<file path="src/rtl/a85_pkg.sv">
// Shared types and constants for the ASCII85 stream encoder.
// No dependencies; every other file in rtl but a85_fifo imports this package.
package a85_pkg;

  localparam int COL_W = 7;   // column counter, holds LINE_LIMIT + 4 for any limit up to 123
  localparam int DIG_W = 7;   // one base-85 digit, 0..84

  localparam logic [6:0]  BASE    = 7'd85;
  localparam logic [12:0] BASE_SQ = 13'd7225;

  // floor(2^44 / 7225): quotient estimate is exact or one short.
  localparam logic [31:0] RECIP_SQ = 32'd2434904642;
  // ceil(2^20 / 85): exact quotient for any value below 7225.
  localparam logic [13:0] RECIP_85 = 14'd12337;

  localparam logic [7:0] CHAR_BANG  = 8'd33;
  localparam logic [7:0] CHAR_Z     = 8'd122;
  localparam logic [7:0] CHAR_TILDE = 8'd126;
  localparam logic [7:0] CHAR_GT    = 8'd62;
  localparam logic [7:0] CHAR_NL    = 8'd10;

  // What the emitter does with one job besides its digits.
  typedef struct packed {
    logic       zero;   // all-zero full group: emit 'z' instead of digits
    logic       nl;     // newline after the group
    logic       fin;    // terminator follows
    logic [2:0] ndig;   // digits to emit: 5 for a group, n+1 for a tail
  } meta_t;

  typedef struct packed {
    logic [31:0] word;
    meta_t       meta;
  } job_t;

  typedef struct packed {
    logic [4:0][DIG_W-1:0] digs;  // digs[0] is the most significant digit
    meta_t                 meta;
  } conv_t;

endpackage

</file>
<file path="src/rtl/a85_front.sv">
// Front end: gathers bytes into groups, tracks the output column and
// builds one job per group or final byte. Depends on a85_pkg.
module a85_front #(
  parameter int LINE_LIMIT = 75
) (
  input  logic            clk,
  input  logic            rst,
  input  logic            in_fire,
  input  logic [7:0]      data_byte,
  input  logic            end_of_data,
  output logic            job_push,
  output a85_pkg::job_t   job
);
  import a85_pkg::*;

  logic [23:0]      group_bytes;
  logic [1:0]       group_count;
  logic [COL_W-1:0] column;

  logic [23:0]      group_bytes_next;
  logic [1:0]       group_count_next;
  logic [COL_W-1:0] column_next;

  logic             closes;
  logic [31:0]      word_full;
  logic             word_zero;
  logic [COL_W-1:0] col_sum;
  logic             need_nl;
  logic [1:0]       tail_n;
  logic [31:0]      word_tail;

  always_comb begin
    closes    = (group_count == 2'd3);
    word_full = {group_bytes, data_byte};
    word_zero = (word_full == 32'd0);
    col_sum   = column + (word_zero ? COL_W'(1) : COL_W'(5));
    need_nl   = closes && (col_sum >= COL_W'(LINE_LIMIT));
    tail_n    = group_count + 2'd1;
    group_bytes_next = {group_bytes[15:0], data_byte};

    case (tail_n)
      2'd1:    word_tail = {group_bytes_next[7:0], 24'd0};
      2'd2:    word_tail = {group_bytes_next[15:0], 16'd0};
      default: word_tail = {group_bytes_next, 8'd0};
    endcase

    group_count_next = tail_n;
    column_next      = column;
    if (closes) begin
      group_bytes_next = 24'd0;
      group_count_next = 2'd0;
      column_next      = need_nl ? '0 : col_sum;
    end
    if (end_of_data) begin
      group_bytes_next = 24'd0;
      group_count_next = 2'd0;
      column_next      = '0;
    end

    job_push       = in_fire && (closes || end_of_data);
    job.word       = closes ? word_full : word_tail;
    job.meta.zero  = closes && word_zero;
    job.meta.nl    = need_nl;
    job.meta.fin   = end_of_data;
    job.meta.ndig  = closes ? 3'd5 : ({1'b0, tail_n} + 3'd1);
  end

  always_ff @(posedge clk) begin
    if (rst) begin
      group_bytes <= 24'd0;
      group_count <= 2'd0;
      column      <= '0;
    end else if (in_fire) begin
      group_bytes <= group_bytes_next;
      group_count <= group_count_next;
      column      <= column_next;
    end
  end

endmodule

</file>
<file path="src/rtl/a85_fifo.sv">
// Small job queue between the front end and the converter.
// Flip-flop storage, one write and one read port. Depends on nothing.
module a85_fifo #(
  parameter int WIDTH = 38,
  parameter int DEPTH = 4
) (
  input  logic             clk,
  input  logic             rst,
  input  logic             push,
  input  logic [WIDTH-1:0] wdata,
  input  logic             pop,
  output logic [WIDTH-1:0] rdata,
  output logic             full,
  output logic             empty
);
  localparam int PTR_W = (DEPTH > 1) ? $clog2(DEPTH) : 1;
  localparam int CNT_W = $clog2(DEPTH + 1);

  logic [WIDTH-1:0] entries [DEPTH];
  logic [PTR_W-1:0] wr_ptr;
  logic [PTR_W-1:0] rd_ptr;
  logic [CNT_W-1:0] count;

  logic do_push;
  logic do_pop;

  assign full    = (count == CNT_W'(DEPTH));
  assign empty   = (count == '0);
  assign do_push = push && !full;
  assign do_pop  = pop && !empty;
  assign rdata   = entries[rd_ptr];

  always_ff @(posedge clk) begin
    if (do_push) begin
      entries[wr_ptr] <= wdata;
    end
  end

  always_ff @(posedge clk) begin
    if (rst) begin
      wr_ptr <= '0;
      rd_ptr <= '0;
      count  <= '0;
    end else begin
      if (do_push) begin
        wr_ptr <= (wr_ptr == PTR_W'(DEPTH - 1)) ? '0 : wr_ptr + PTR_W'(1);
      end
      if (do_pop) begin
        rd_ptr <= (rd_ptr == PTR_W'(DEPTH - 1)) ? '0 : rd_ptr + PTR_W'(1);
      end
      if (do_push && !do_pop) begin
        count <= count + CNT_W'(1);
      end else if (do_pop && !do_push) begin
        count <= count - CNT_W'(1);
      end
    end
  end

endmodule

</file>
<file path="src/rtl/a85_conv.sv">
// Base-85 converter: splits a 32-bit word into five digits in six steps,
// by two divisions by 85^2 and two by 85. Depends on a85_pkg.
module a85_conv (
  input  logic            clk,
  input  logic            rst,
  input  logic            job_valid,
  input  a85_pkg::job_t   job,
  output logic            job_ready,
  output logic            cv_valid,
  output a85_pkg::conv_t  cv,
  input  logic            cv_ready
);
  import a85_pkg::*;

  logic        busy;
  logic        done;
  logic [2:0]  step;
  logic [31:0] word;
  logic [63:0] prod_a;
  logic [26:0] prod_b;
  logic [19:0] quo;
  logic [12:0] rem_lo;
  logic [12:0] rem_hi;
  logic [4:0][DIG_W-1:0] digs;
  meta_t       meta;

  logic [31:0] mul_a;
  logic [12:0] mul_b;
  logic [19:0] s2_qe;
  logic [32:0] s2_rem;
  logic [6:0]  s4_qe;
  logic [20:0] s4_rem;
  logic [6:0]  dq_b;
  logic [12:0] dr_b;

  assign job_ready = !busy && (!done || cv_ready);
  assign cv_valid  = done;
  assign cv.digs   = digs;
  assign cv.meta   = meta;

  always_comb begin
    mul_a  = (step == 3'd1) ? word : {12'd0, quo};
    mul_b  = (step == 3'd3) ? rem_lo : rem_hi;
    s2_qe  = prod_a[63:44];
    s2_rem = {1'b0, word} - (33'(s2_qe) * 33'(BASE_SQ));
    s4_qe  = prod_a[50:44];
    s4_rem = {1'b0, quo} - (21'(s4_qe) * 21'(BASE_SQ));
    dq_b   = prod_b[26:20];
    dr_b   = (step == 3'd4) ? rem_lo : rem_hi;
  end

  always_ff @(posedge clk) begin
    if (rst) begin
      busy <= 1'b0;
      done <= 1'b0;
      step <= 3'd0;
    end else begin
      if (cv_ready) begin
        done <= 1'b0;
      end
      if (job_valid && job_ready) begin
        busy <= 1'b1;
        step <= 3'd1;
      end else if (busy) begin
        step <= step + 3'd1;
        if (step == 3'd6) begin
          busy <= 1'b0;
          done <= 1'b1;
        end
      end
    end
  end

  always_ff @(posedge clk) begin
    if (job_valid && job_ready) begin
      word <= job.word;
      meta <= job.meta;
    end
    if (busy) begin
      case (step)
        3'd1: prod_a <= 64'(mul_a) * 64'(RECIP_SQ);
        3'd2: begin
          if (s2_rem[14:0] >= 15'(BASE_SQ)) begin
            quo    <= s2_qe + 20'd1;
            rem_lo <= 13'(s2_rem[14:0] - 15'(BASE_SQ));
          end else begin
            quo    <= s2_qe;
            rem_lo <= s2_rem[12:0];
          end
        end
        3'd3: begin
          prod_a <= 64'(mul_a) * 64'(RECIP_SQ);
          prod_b <= 27'(mul_b) * 27'(RECIP_85);
        end
        3'd4: begin
          if (s4_rem[14:0] >= 15'(BASE_SQ)) begin
            digs[0] <= s4_qe + 7'd1;
            rem_hi  <= 13'(s4_rem[14:0] - 15'(BASE_SQ));
          end else begin
            digs[0] <= s4_qe;
            rem_hi  <= s4_rem[12:0];
          end
          digs[3] <= dq_b;
          digs[4] <= 7'(dr_b - 13'(dq_b) * 13'(BASE));
        end
        3'd5: prod_b <= 27'(mul_b) * 27'(RECIP_85);
        3'd6: begin
          digs[1] <= dq_b;
          digs[2] <= 7'(dr_b - 13'(dq_b) * 13'(BASE));
        end
        default: ;
      endcase
    end
  end

endmodule

</file>
<file path="src/rtl/a85_emit.sv">
// Character emitter: walks one converted job out as characters through
// a registered output stage. Depends on a85_pkg.
module a85_emit (
  input  logic            clk,
  input  logic            rst,
  input  logic            cv_valid,
  input  a85_pkg::conv_t  cv,
  output logic            cv_ready,
  output logic            out_valid,
  output logic [7:0]      out_char,
  output logic            out_last,
  input  logic            out_ready
);
  import a85_pkg::*;

  localparam logic [2:0] PH_Z    = 3'd0;
  localparam logic [2:0] PH_DIG  = 3'd1;
  localparam logic [2:0] PH_NL   = 3'd2;
  localparam logic [2:0] PH_TIL  = 3'd3;
  localparam logic [2:0] PH_GT   = 3'd4;
  localparam logic [2:0] PH_END  = 3'd5;
  localparam logic [2:0] PH_DONE = 3'd6;

  logic       active;
  logic [2:0] phase;
  logic [2:0] idx;
  conv_t      job;

  logic       out_free;
  logic [2:0] after_grp;
  logic [2:0] phase_next;
  logic [7:0] cur_char;

  assign cv_ready = !active;
  assign out_free = !out_valid || out_ready;

  always_comb begin
    after_grp = job.meta.nl ? PH_NL : (job.meta.fin ? PH_TIL : PH_DONE);
    case (phase)
      PH_Z: begin
        cur_char   = CHAR_Z;
        phase_next = after_grp;
      end
      PH_DIG: begin
        cur_char   = 8'(job.digs[idx]) + CHAR_BANG;
        phase_next = (idx == job.meta.ndig - 3'd1) ? after_grp : PH_DIG;
      end
      PH_NL: begin
        cur_char   = CHAR_NL;
        phase_next = job.meta.fin ? PH_TIL : PH_DONE;
      end
      PH_TIL: begin
        cur_char   = CHAR_TILDE;
        phase_next = PH_GT;
      end
      PH_GT: begin
        cur_char   = CHAR_GT;
        phase_next = PH_END;
      end
      PH_END: begin
        cur_char   = CHAR_NL;
        phase_next = PH_DONE;
      end
      default: begin
        cur_char   = CHAR_NL;
        phase_next = PH_DONE;
      end
    endcase
  end

  always_ff @(posedge clk) begin
    if (rst) begin
      active    <= 1'b0;
      out_valid <= 1'b0;
      phase     <= PH_DONE;
      idx       <= 3'd0;
    end else begin
      if (cv_valid && !active) begin
        active <= 1'b1;
        phase  <= cv.meta.zero ? PH_Z : PH_DIG;
        idx    <= 3'd0;
      end else if (active && out_free) begin
        phase <= phase_next;
        if (phase == PH_DIG) begin
          idx <= idx + 3'd1;
        end
        if (phase_next == PH_DONE) begin
          active <= 1'b0;
        end
      end
      if (out_free) begin
        out_valid <= active;
      end
    end
  end

  always_ff @(posedge clk) begin
    if (cv_valid && !active) begin
      job <= cv;
    end
    if (active && out_free) begin
      out_char <= cur_char;
      out_last <= (phase_next == PH_DONE);
    end
  end

endmodule

</file>
<file path="src/rtl/ascii85_stream_encoder_top.sv">
// Top level of the ASCII85 stream encoder: front end, job queue,
// base-85 converter and character emitter. Depends on a85_pkg.
//
//   channel  dir  tdata                tlast          tuser
//   s_*      in   [7:0] data_byte      end_of_data    -
//   m_*      out  [7:0] out_char       last_of_run    -
//
// Bytes that do not close a group are taken one per cycle while the queue
// has room; they give no output. The converter takes one group or final
// byte at a time and finishes it before it takes the next. The emitter
// gives one character per cycle while m_tready is high, idle between jobs.
// Reset is synchronous, active high, and empties the queue and all stages.
// Either side may stall at any time; the queue and output register hold.
module ascii85_stream_encoder_top #(
  parameter int LINE_LIMIT  = 75,
  parameter int QUEUE_DEPTH = 4
) (
  input  logic       clk,
  input  logic       rst,
  input  logic       s_tvalid,
  output logic       s_tready,
  input  logic [7:0] s_tdata,   // [7:0] data_byte
  input  logic       s_tlast,   // end_of_data
  output logic       m_tvalid,
  input  logic       m_tready,
  output logic [7:0] m_tdata,   // [7:0] out_char
  output logic       m_tlast    // last_of_run
);
  import a85_pkg::*;

  logic  in_fire;
  logic  job_push;
  job_t  job_in;
  job_t  job_head;
  logic  q_full;
  logic  q_empty;
  logic  job_ready;
  logic  cv_valid;
  logic  cv_ready;
  conv_t cv;

  // The queue has room whenever an input is taken, so a byte never waits
  // on the converter unless the queue is full.
  assign s_tready = !q_full;
  assign in_fire  = s_tvalid && s_tready;

  a85_front #(
    .LINE_LIMIT (LINE_LIMIT)
  ) u_front (
    .clk         (clk),
    .rst         (rst),
    .in_fire     (in_fire),
    .data_byte   (s_tdata),
    .end_of_data (s_tlast),
    .job_push    (job_push),
    .job         (job_in)
  );

  a85_fifo #(
    .WIDTH ($bits(job_t)),
    .DEPTH (QUEUE_DEPTH)
  ) u_queue (
    .clk   (clk),
    .rst   (rst),
    .push  (job_push),
    .wdata (job_in),
    .pop   (job_ready),
    .rdata (job_head),
    .full  (q_full),
    .empty (q_empty)
  );

  a85_conv u_conv (
    .clk       (clk),
    .rst       (rst),
    .job_valid (!q_empty),
    .job       (job_head),
    .job_ready (job_ready),
    .cv_valid  (cv_valid),
    .cv        (cv),
    .cv_ready  (cv_ready)
  );

  a85_emit u_emit (
    .clk       (clk),
    .rst       (rst),
    .cv_valid  (cv_valid),
    .cv        (cv),
    .cv_ready  (cv_ready),
    .out_valid (m_tvalid),
    .out_char  (m_tdata),
    .out_last  (m_tlast),
    .out_ready (m_tready)
  );

`ifndef SYNTHESIS
  // Every converted digit is a proper base-85 digit.
  a_digits_in_range: assert property (@(posedge clk) disable iff (rst)
    cv_valid |-> (cv.digs[0] < BASE) && (cv.digs[1] < BASE) && (cv.digs[2] < BASE)
                 && (cv.digs[3] < BASE) && (cv.digs[4] < BASE))
    else $error("converter produced a digit outside 0..84");

  // A job at the queue head asks for two to five digits.
  a_ndig_range: assert property (@(posedge clk) disable iff (rst)
    !q_empty |-> (job_head.meta.ndig >= 3'd2) && (job_head.meta.ndig <= 3'd5))
    else $error("job with an illegal digit count");

  // The 'z' shortcut and the line break only belong to full groups.
  a_zero_full: assert property (@(posedge clk) disable iff (rst)
    job_push && (job_in.meta.zero || job_in.meta.nl) |-> job_in.meta.ndig == 3'd5)
    else $error("zero or newline flag on a partial group");

  // A job is never pushed into a full queue.
  a_no_overflow: assert property (@(posedge clk) disable iff (rst)
    job_push |-> !q_full)
    else $error("job pushed into a full queue");

  // Nothing is offered in the cycle after reset.
  a_quiet_after_reset: assert property (@(posedge clk)
    $past(rst) |-> !m_tvalid)
    else $error("output valid right after reset");
`endif

endmodule

</file>
<file path="config.mk">
export PLATFORM = sky130hd
export DESIGN_NAME = ascii85_stream_encoder_top
export DESIGN_NICKNAME = d
export VERILOG_FILES = /design/src/rtl/a85_pkg.sv /design/src/rtl/a85_front.sv /design/src/rtl/a85_fifo.sv /design/src/rtl/a85_conv.sv /design/src/rtl/a85_emit.sv /design/src/rtl/ascii85_stream_encoder_top.sv
export SDC_FILE = /design/constraint.sdc
export NUM_CORES = 2
export LEC_CHECK = 0
export BUFFER_PORTS_ARGS = -buffer_cell sky130_fd_sc_hd__buf_2
export CAP_MARGIN = 15
export CORE_ASPECT_RATIO = 1.5
export CORE_MARGIN = 4
export CORE_UTILIZATION = 54
export DETAILED_ROUTE_END_ITERATION = 8
export HOLD_SLACK_MARGIN = 0.1
export PLACE_DENSITY = 0.7
export SLEW_MARGIN = 5
export SYNTH_ARGS = -nofsm -noshare
export SYNTH_HDL_FRONTEND = slang
export SYNTH_SLANG_ARGS = --single-unit
</file>
<file path="constraint.sdc">
create_clock -name clk -period 9.7 [get_ports clk]
set_clock_uncertainty 0.15 [all_clocks]
set_input_delay 1.94 -clock clk [delete_from_list [all_inputs] [get_ports clk]]
set_output_delay 1.94 -clock clk [all_outputs]
set_load 0.05 [all_outputs]
</file>
; Yosys cells after proc, flatten, opt, wreduce, memory -nomap -nowiden
; Memory sizes are Yosys's and may differ from the RTL's. A register that Yosys moved wholly into a read port is not among the register bits.
; Cells that the tools add are included.
[word_totals]
ff_bits = 273
ram_bits = 152
out_inout_bits = 11
elab_cells = 168
memories = 1
[memory_table]
columns = name, words, word_bits, rd, rd_clocked_by_memory_dff, write_ports, line_no
row1 = u_queue.entries, 4, 38, 1, 1, 1, a85_fifo.sv:19  ; logic [WIDTH-1:0] entries [DEPTH];
[op_classes]
n_addsub = 18
mul = 5
order_cmp = 4
eq_ne = 18
n_mux = 46
reduce_logical = 42
[ops]
columns = operator, n
row1 = two-way mux 32 bit, 2
row2 = one-hot mux 32 bit (2 select lines), 1
row3 = multiplier 32 x 31 -> 63 bit (second input constant), 1
row4 = two-way mux 24 bit, 2
row5 = two-way mux 7 bit, 6
row6 = two-way mux 13 bit, 3
row7 = logical NOT 32 bit, 1
row8 = one-hot mux 8 bit (4 select lines), 1
row9 = >= comparator 15 x 13 -> 1 bit (second input constant), 2
row10 = subtractor 15 bit, 2
row11 = multiplier 13 x 14 -> 27 bit (second input constant), 1
row12 = two-way mux 3 bit, 9
row13 = subtractor 13 bit (second input constant), 2
row14 = binary-select mux 7 bit (select 3 bit), 1
row15 = adder 20 x 1 -> 20 bit (second input constant), 1
row16 = multiplier 20 x 13 -> 15 bit (second input constant), 1
row17 = two-way mux 20 bit, 1
row18 = == test 3 bit (second input constant), 6
row19 = AND reduction 2 bit, 8
row20 = multiplier 7 x 13 -> 15 bit (second input constant), 1
row21 = two-way mux 1 bit, 15
row22 = one-hot mux 3 bit (5 select lines), 1
row23 = == test 3 x 2 -> 1 bit (second input constant), 4
row24 = logical AND 1 bit, 11
row25 = 21 further kinds, 50

; Logic depth before layout (Yosys ltp)
[depth]
depth_word = 9
mapped_depth = 33
mapped_depth_nobuf = 31

; Hierarchy
; Synthesis repeated with hierarchy kept, for this count alone.
[unflattened]
hier_cells = 3090
hier_area_um2 = 35446.5
[by_module_without_submodules]
columns = module, n_inst, cells_each, area_each_um2, seq_area_each_um2
row1 = a85_conv, 1, 2347, 24757.5, 4484.3
row2 = a85_fifo, 1, 248, 5973.2, 4744.6
row3 = a85_emit, 1, 193, 2536.2, 1631.6
row4 = a85_front, 1, 299, 2165.8, 660.6
row5 = ascii85_stream_encoder_top, 1, 3, 13.8, 0.0

; Least setup slack after synthesis
; Ideal clock, no wire load.
[synth_path]
path_kind = register to register
from = reg u_conv.step[0]
to = reg u_conv.prod_a[63], data pin
setup_ps = 259
t_arrival_ps = 7802
t_required_ps = 9291
setup_slack_ps = 1489
stages_incl_launch_ff = 30
path_cell_list = dfxtp_1 ha_1 nor2b_1 buf_6 clkbuf_1 buf_1 clkbuf_1 nand2_1 inv_1 ha_1 fa_1 fa_1 ha_1 fa_1 fa_1 inv_1 fa_1 inv_1 ha_1 ha_1 and3_1 nand4_1 and3_1 a21oi_1 nand2_1 a311o_1 a2111oi_4 o32ai_2 o21ai_1 xnor2_1
[synth_between]
elab_chain_cells = 3
[synth_lines]
columns = element, line_no
row1 = start: declaration, a85_conv.sv:17  ; logic [2:0] step;
row2 = start signal: assignment, a85_conv.sv:65  ; step <= step + 3'd1;
row3 = == test 3 x 1 -> 1 bit, "a85_conv.sv:42, a85_conv.sv:80"
row4 = two-way mux 32 bit, a85_conv.sv:42  ; mul_a = (step == 3'd1) ? word : {12'd0, quo};
row5 = multiplier 32 x 31 -> 63 bit, "a85_conv.sv:81, a85_conv.sv:92"
row6 = end signal: assignment, a85_conv.sv:81  ; 3'd1: prod_a <= 64'(mul_a) * 64'(RECIP_SQ);
row7 = end signal: assignment, a85_conv.sv:92  ; prod_a <= 64'(mul_a) * 64'(RECIP_SQ);
row8 = end: declaration, a85_conv.sv:19  ; logic [63:0] prod_a;
; No other way between the ends.
; A chain may end at the register's enable or synchronous reset.

; Final worst setup path
[layout_path]
from = reg u_conv.step[1]
to = reg u_conv.prod_a[63], data pin
; The elaborated chain is that of the path after synthesis.

==> results by group <==
Placement
  – DP Cell Count: approximately 3800
  – Placer Congestion: slightly above 0.9
  – Input/output buffers: 23
  – DP Area: between 0.03 and 0.04 mm²
  – DP HPWL: 67500 µm

Critical path
  – CP Capture Point: u_conv.prod_a[63]
  – Crit. End Element: flip-flop
  – Top delay family on crit path: adder cells
  – Critical path peak fanout: 39
  – CP bufs+invs: 5
  – Crit path arrival time: between 9 and 10 ns
  – Setup Crit Path Kind: flip-flop to flip-flop
  – Cells on worst reg2reg path: 26
  – Critical path's largest stage delay: ~0.67 ns
  – Crit Reg-Reg Startpoint: u_conv.step[1]
  – CP max stage cell: mux2i_1
  – Critical path required time: 9.86 ns
  – Reg2Reg Setup Slack: approximately 0.46 ns
  – Startpoint types: flip-flop
  – CP startpoint: u_conv.step[1]
  – Reg-to-Reg End: u_conv.prod_a[63]
  – Levels on crit path: 26

Layout
  – Layout area overhead: 7.17%
  – Layout cells sized above 1: 0.0689
  – Ant diodes: 0
  – Fill cell count: just over 5000
  – Post-route insts no fill: roughly 3900
  – Nets: 3937
  – Final core occ: 0.586
  – Final instance area: roughly 0.037 mm²

Status
  – Status: complete, no violations

Clocking
  – Clock slew at reported path FFs: 0.06 ns
  – CTS tree: done
  – Cts hold-fix bufs: 0
  – H-tree depth: 2
  – # clock sinks: 400
  – CTS max path bufs: 3
  – Post-CTS Setup Bufs: 0
  – Clock Latency Late Sink: ~0.57 ns
  – Root buf cell: clkbuf_16
  – Num CTS Buffers: 43
  – PostCTS Resize Cnt: 0

Drt
  – Routed wire length: about 83000 µm
  – Drt first-iter violations: ~1500
  – Vias per cell: between 5 and 6
  – Via Count: between 20000 and 25000
  – Antenna-violating nets left: 0
  – Per-cell routed wire length: around 21 µm
  – Drt drc: 0
  – TritonRoute pass-1 iters: 6

STA
  – Count of pins over their slew limit: 0
  – Min Tclk post-route: around 9.2 ns
  – # setup viols final: 0
  – Fmax: roughly 110 MHz
  – Fin Setup TNS: 0 ns
  – RSZ-0062 raised after global routing: false
  – Final Hold Viols: 0
  – Period utilization: 0.952
  – Worst-margin pin slew: about 1.1 ns
  – Slew HR: 0.289

Synthesis
  – Post-synth EDFFs: 347
  – Asr flop ratio synth: 0
  – Synth warn: 0
  – Mapped Area: between 0.03 and 0.04 mm²
  – Synth Instances: around 3000
  – Ys flop type: edfxtp_1
  – Synth Register Bits: 400
  – Synth Net Count: 3900
  – Netlist cell types: 75
  – Mean Syn Cell Area: roughly 12 µm²
  – Post-synthesis sequential area ratio: 0.331

Floorplan
  – Core area: 0.0635 mm²
  – Die Height: between 300 and 400 µm
  – Std-Cell Rows: between 100 and 150
  – Io pins: 24
  – Width of the die: ~220 µm
  – Die ar.: 0.0685 mm²
  – Starting Density: 0.547

GRT
  – Vias in the first global route: roughly 24000
  – Initial antenna violation count: 1
  – Largest net degree at the start of global routing: 46
  – Gr ovfl total: 0
  – Overall routing resource usage: 0.249
  – First-pass GRT wire length: 134000 µm

Job
  – Max-cap viol count: 0

Hold path
  – Hold WC Path Type: flip-flop to flip-flop
[kinds of logic after synthesis]
family          count (synthesis)  share of synthesized area
buf+inv                       547                     0.0599
mux                            88                     0.0427
xor+xnor                      183                     0.0462
simple gates                  524                     0.0724
compound gates                389                     0.0709
flops                         400                      0.331
fa+ha+maj                     878                      0.377
[final cells by class]
type                            instances  area [µm²]  area share
Clock inverter                         22         228     0.00612
Clock buffer                           55        1140      0.0307
Inverter                              488        1830      0.0492
Tap cell                              805        1010      0.0271
Sequential cell                       400       11500       0.309
Timing Repair Buffer                   51         338     0.00908
Multi-Input combinational cell       2062       21200       0.569
[cell usage in the layout (no fill, tap or decap), drive strengths merged, types with 15 or more instances in the layout]
cell    Yosys  routed
fa        280     280
a31oi      24      24
xor2       68      68
mux2i      19      19
xnor2     115     115
nand2     182     182
ha        598     598
nand4      20      20
nor2b      22      22
o21ai      87      87
nor2      106     106
and2       25      25
inv       487     491
nor3       30      30
and3       21      21
nor3b      15      15
mux4       45      45
a21oi     126     126
a21o       50      50
dfxtp      53      53
buf        17      51
edfxtp    347     347
nand3      50      50
mux2       24      24
clkbuf     42      55
o21a       16      16
[per-layer routing]
layer / vias up / part of all wire / track usage
met4: 0 / 0.046 / 0.101
li1: 10500 / - / -
met2: 519 / 0.54 / 0.467
met1: 11200 / 0.38 / 0.294
met5: - / 0 / 0
met3: 162 / 0.034 / 0.0226
[per-stage QoR]
step	hold WS, ns	setup slack (ns)
after global placement	0.251	0.537
final	0.268	0.463
after detailed placement	0.255	0.476
after global routing	0.271	0.151
after floorplan	0.250	1.49
after CTS	0.269	0.472
[state kept, by name, summed over array words and instances, names as in the netlist, 3 cells and up]
signal / cells
u_queue.count: 3
u_front.column: 7
u_front.group_bytes: 24
u_conv.quo: 20
u_queue.entries: 152
u_conv.word: 32
u_conv.rem_hi: 13
u_conv.step: 3
u_conv.prod_a: 20
u_emit.phase: 3
u_conv.cv: 41
u_emit.job: 40
u_emit.idx: 3
u_conv.rem_lo: 13
u_conv.prod_b: 7
u_emit.out_char: 8
[cell usage after synthesis (all sizes together) (50+ instances only)]
library cell | n | area share
a21o | 50 | 0.011
a21oi | 126 | 0.018
dfxtp | 53 | 0.031
edfxtp | 347 | 0.30
fa | 280 | 0.16
ha | 598 | 0.22
inv | 487 | 0.053
nand2 | 182 | 0.020
nand3 | 50 | 0.0072
nor2 | 106 | 0.011
o21ai | 87 | 0.013
xnor2 | 115 | 0.029
xor2 | 68 | 0.017
[worst min path at each step]
stage,to,slack (ns),start,depth (start not counted)
3_5_place_dp,u_emit.job[12],0.25,u_conv.cv[12],0
6_report,u_emit.job[35],0.27,u_conv.cv[35],0
4_1_cts,u_emit.job[35],0.27,u_conv.cv[35],0
5_1_grt,u_emit.job[20],0.27,u_conv.cv[20],0
3_3_place_gp,u_emit.job[17],0.25,u_conv.cv[17],0
2_1_floorplan,u_emit.job[0],0.25,u_conv.cv[0],0
Power is left out: the tool's default activity adds up to more than one toggle a clock period on the data nets, which glitch-free logic cannot reach.
